`src/rtl/core/hbg_pkg.sv`:
```
// ----------------------------------------------------------------------------
// hbg_pkg
// Types and constants shared by the hybrid bimodal/gshare predictor.
// ----------------------------------------------------------------------------
package hbg_pkg;

  localparam int PcWidth = 32;

  localparam logic FuncFetch  = 1'b0;
  localparam logic FuncRetire = 1'b1;

  typedef logic signed [1:0] ctr_t;

  localparam ctr_t CtrMin = 2'sb10;
  localparam ctr_t CtrMax = 2'sb01;

  typedef struct packed {
    logic               func;
    logic [PcWidth-1:0] pc;
    logic               is_conditional;
    logic               is_branch;
    logic               taken;
  } req_t;

  typedef struct packed {
    logic prediction_valid;
    logic predicted_taken;
    logic chose_bimodal;
  } rsp_t;

  // Write-back of one event to the three tables.
  typedef struct packed {
    logic ch_we;
    ctr_t ch_wd;
    logic bi_we;
    logic bi_wd;
    logic g_we;
    ctr_t g_wd;
  } upd_t;

endpackage

```
`src/rtl/core/hbg_update.sv`:
```
// ----------------------------------------------------------------------------
// hbg_update
// Prediction and training of one event from the table read data.
// ----------------------------------------------------------------------------
module hbg_update (
  input  logic          func_i,
  input  logic          cond_i,
  input  logic          taken_i,
  input  hbg_pkg::ctr_t ch_rd_i,
  input  logic          bi_rd_i,
  input  hbg_pkg::ctr_t g_rd_i,
  output hbg_pkg::rsp_t rsp_o,
  output hbg_pkg::upd_t upd_o
);

  logic use_bi;
  logic g_pred;
  logic bi_ok;
  logic g_ok;
  logic fetch_cond;
  logic retire_cond;

  assign use_bi      = ~ch_rd_i[1];
  assign g_pred      = ~g_rd_i[1];
  assign bi_ok       = (bi_rd_i == taken_i);
  assign g_ok        = (g_pred == taken_i);
  assign fetch_cond  = cond_i && (func_i == hbg_pkg::FuncFetch);
  assign retire_cond = cond_i && (func_i == hbg_pkg::FuncRetire);

  always_comb begin
    rsp_o.prediction_valid = fetch_cond;
    rsp_o.predicted_taken  = fetch_cond && (use_bi ? bi_rd_i : g_pred);
    rsp_o.chose_bimodal    = fetch_cond && use_bi;
  end

  always_comb begin
    upd_o.ch_we = retire_cond;
    upd_o.ch_wd = ch_rd_i;
    if (bi_ok && !g_ok && (ch_rd_i != hbg_pkg::CtrMax)) begin
      upd_o.ch_wd = ch_rd_i + 2'sd1;
    end else if (!bi_ok && g_ok && (ch_rd_i != hbg_pkg::CtrMin)) begin
      upd_o.ch_wd = ch_rd_i - 2'sd1;
    end

    upd_o.bi_we = retire_cond && use_bi;
    upd_o.bi_wd = taken_i;

    upd_o.g_we = retire_cond && !use_bi;
    upd_o.g_wd = g_rd_i;
    if (taken_i) begin
      if (g_rd_i != hbg_pkg::CtrMax) begin
        upd_o.g_wd = g_rd_i + 2'sd1;
      end
    end else begin
      if (g_rd_i != hbg_pkg::CtrMin) begin
        upd_o.g_wd = g_rd_i - 2'sd1;
      end
    end
  end

endmodule

```
`config.mk`:
```
export PLATFORM = sky130hd
export DESIGN_NAME = hbg_update
export DESIGN_NICKNAME = d
export VERILOG_FILES = /design/src/rtl/core/hbg_pkg.sv /design/src/rtl/core/hbg_update.sv
export SDC_FILE = /design/constraint.sdc
export NUM_CORES = 1
export LEC_CHECK = 0
export BUFFER_PORTS_ARGS = -buffer_cell sky130_fd_sc_hd__buf_2
export CORE_AREA = 5 5 42 44
export DETAILED_ROUTE_END_ITERATION = 10
export DIE_AREA = 0 0 47 49
export PLACE_DENSITY_LB_ADDON = 0.08
export SLEW_MARGIN = 15
export SYNTH_ARGS = -nofsm -noshare
export SYNTH_HDL_FRONTEND = slang
export SYNTH_SLANG_ARGS = --single-unit
```
`constraint.sdc`:
```
create_clock -name vclk -period 2.87
set_input_delay 0.287 -clock vclk [all_inputs]
set_output_delay 0.287 -clock vclk [all_outputs]
set_load 0.05 [all_outputs]
```
# Word level (Yosys, flattened, before mapping)
# Index checks and enable logic that the tools add are counted.
dict set report op_classes {
  add_sub_neg 4
  n_eq_ne 6
  mux 6
  bitwise 3
  n_reduce_logical 12
}
# op n
set ops {}
lappend ops {{logical AND 1 bit} 10}
lappend ops {{two-way mux 2 bit} 5}
lappend ops {{!= test 2 bit (second input constant)} 4}
lappend ops {{adder 2 bit (second input constant)} 2}
lappend ops {{subtractor 2 bit (second input constant)} 2}
lappend ops {{inverter 1 bit} 3}
lappend ops {{equality test 1 bit} 2}
lappend ops {{logical NOT 1 bit} 2}
lappend ops {{two-way mux 1 bit} 1}
dict set report word_totals {
  reg_bits 0
  output_inout_bits 11
  word_cells 31
}

# Logic depth before layout (Yosys ltp)
dict set report depth {
  ltp_word 6
  depth_mapped 6
  depth_no_buf 6
}

# Least setup slack after synthesis
# OpenSTA, ideal clock, no wires.
dict set report synth_timing {
  path_kind {input to output}
  start {input port ch_rd_i[0]}
  end {output port upd_o[6] (netlist bit)}
  arrival_time_ns 1.789
  required_time_ns 2.583
  slack_ns 0.794
  cell_stages 5
  path_cell_list {inv_1 ha_1 nor4b_1 a31oi_1 a31oi_1}
}
# element line
set synth_lines {}
lappend synth_lines {{from (decl)} hbg_update.sv:9} ;# input hbg_pkg::ctr_t ch_rd_i,
lappend synth_lines {{to (decl)} hbg_update.sv:13} ;# output hbg_pkg::upd_t upd_o

==> results.tsv <==
stage	metric	value	unit
place	place_ws	0.996	ns
layout	nFlopsAndLatches	0	
worst_setup_path	cp_cell_sequence	buf_2, ha_1, nor4b_1, a31oi_1, a211oi_1, a31oi_1, buf_2	
sta	finalSetupViolations	0	
drt	post_drt_wl_per_cell	9.85	um
layout	nClkBuffers	0	
worst_setup_path	crit_path_start_kind	input port	
sta	fin_setup_tns	0	ns
clock_network	postCtsHoldBufs	0	
grt	grt_overflow_total	0	
layout	num-fill-cells	178	
grt	grt_pass1_wl	1010	um
drt	vias_per_cell	4.05	
grt	antenna_found_initial	0	
worst_setup_path	crit_family	compound AO/OA/AOI/OAI gates	
layout	n_antenna_cell	0	
place	dp_hpwl	565	um
synth	seq_area_frac_synth	0	%
floorplan	die_w	47	um
worst_setup_path	cp-end-kind	output port	
synth	ys_types	17	
sta	worstMarginPinSlew	0.317	ns
synth	synthesis.area	200	um^2
layout	seq_area	0	um^2
pwr	powerDensity	279	nW/um^2
drt	drt-total-wl	650	um
sta	rsz0062_at_grt	false	
layout	final_cell_mix	buf_2 (19), inv_1 (6), nand2_1 (5)	
worst_hold_path	hold_path.class	input port to output port	
floorplan	die_y	49	um
grt	grt_pass1_vias	239	
synth	syn_area_per_cell	5.89	um^2
worst_hold_path	min_to	upd_o[3]	
pwr	leakagePower	0.182	nW
layout	nets	62	
floorplan	core	1400	um^2
sta	min_period_over_period	65.1	%
sta	clock.fmax	536	MHz
synth	synthesis.nets	44	
floorplan	rows	14	
floorplan	initial_core_util	14.3	%
worst_setup_path	cp_max_fo	8	
worst_setup_path	max_stage_delay	0.27	ns
layout	final_common_cell	buf_2	
worst_setup_path	arrival	1.58	ns
grt	grt_max_degree	9	
sta	slew_viol_final	0	
clock_network	cts_resized	0	
pwr	vdd_drop_max	89.7	uV
status	outcome	finished, final reports clean	
place	port_buffers	19	
worst_hold_path	min-delay-start	taken_i	
layout	area_growth	46.3	%
drt	drt-pass1-iter-count	2	
worst_setup_path	cp.required	2.58	ns
synth	yosys_warnings	0	
worst_setup_path	path_class	input port to output port	
sta	min_period	1.87	ns
floorplan	dieArea	2300	um^2
synth	syn_inst	34	
drt	num_vias	267	
sta	hold_viol_final	0	
clock_network	postCtsSetupBuffers	0	
sta	max_slew_margin	78.8	%
synth	synth_top_cell_area_share	12.5	%
floorplan	boundaryPins	19	
worst_setup_path	slowest_stage	nor4b_1	
drt	drtIter0Drc	4	
sta	timing.hold.ws	0.919	ns
worst_setup_path	critPathBufInv	2	
layout	drive_above_1_share	38.0	%
place	place_congestion	0.592	
layout	final_core_util	20.9	%
drt	final_antenna_net_count	0	
sta	worst_slack	1.00	ns
synth	synth.area.top_cells	ha_1 (13%), buf_4 (11%), inv_1 (11%)	
drt	drc	0	
worst_hold_path	holdPathStages	2	
synth	synth_top_area_cell	ha_1	
grt	grt_use_total	5.40	%
flow_run	maxCapViolations	0	
## cells in the mapped netlist, drive strengths merged
cell / instances
nor2: 4
xnor2: 1
inv: 6
maj3: 1
nand3: 1
o21ai: 1
a211oi: 2
buf: 3
nand2b: 1
nand2: 5
a21o: 1
a21oi: 1
or3: 1
nor2b: 1
a31oi: 2
ha: 2
nor4b: 1
## area by class of cell
class / instances / area (um^2) / share of cell area (%)
multi-input cells: 25 / 155 / 53.0
inverters: 6 / 22.5 / 7.69
repair buffers: 19 / 95.1 / 32.5
well taps: 16 / 20.0 / 6.84
## kinds of logic after synthesis
kind of cell | after synthesis | synth area share [%]
buffers and inverters | 9 | 22.5
XOR/XNOR | 1 | 4.38
AND/OR/NAND/NOR | 14 | 33.1
AO/OA/AOI/OAI | 7 | 22.5
adder cells (fa/ha/maj) | 3 | 17.5
## stage by stage
step,total power (W),cell area (um^2),cells
final,0.0000817,293,66
after global routing,0.0000874,293,66
after CTS,0.0000827,293,66
after detailed placement,0.0000825,293,66
after global placement,0.0000822,293,66
after floorplan,0.0000621,200,34
## per-layer routing
layer / GRT usage, % / wire [um]
met1: 7.17 / 288
met2: 9.95 / 295
met3: 0 / 66
met4: 0 / 0
met5: 0 / 0
## report_power, final
group | internal, W | total (W) | switching, W
clock network | 0 | 0 | 0
logic | 0.0000211 | 0.0000817 | 0.0000606
registers | 0 | 0 | 0
total | 0.0000211 | 0.0000817 | 0.0000606
## worst max path at each step
| stage | startpoint | to | slack, ns | cells after the start |
|---|---|---|---|---|
| floorplan | ch_rd_i[0] | upd_o[6] | 0.79 | 5 |
| global placement | ch_rd_i[1] | upd_o[6] | 1.03 | 7 |
| detailed placement | ch_rd_i[1] | upd_o[6] | 1.0 | 7 |
| CTS | ch_rd_i[1] | upd_o[6] | 1.0 | 7 |
| global route | ch_rd_i[1] | upd_o[6] | 0.88 | 7 |
| finish | ch_rd_i[1] | upd_o[6] | 1.00 | 7 |
No activity file was read; power rests on OpenSTA's default activity.
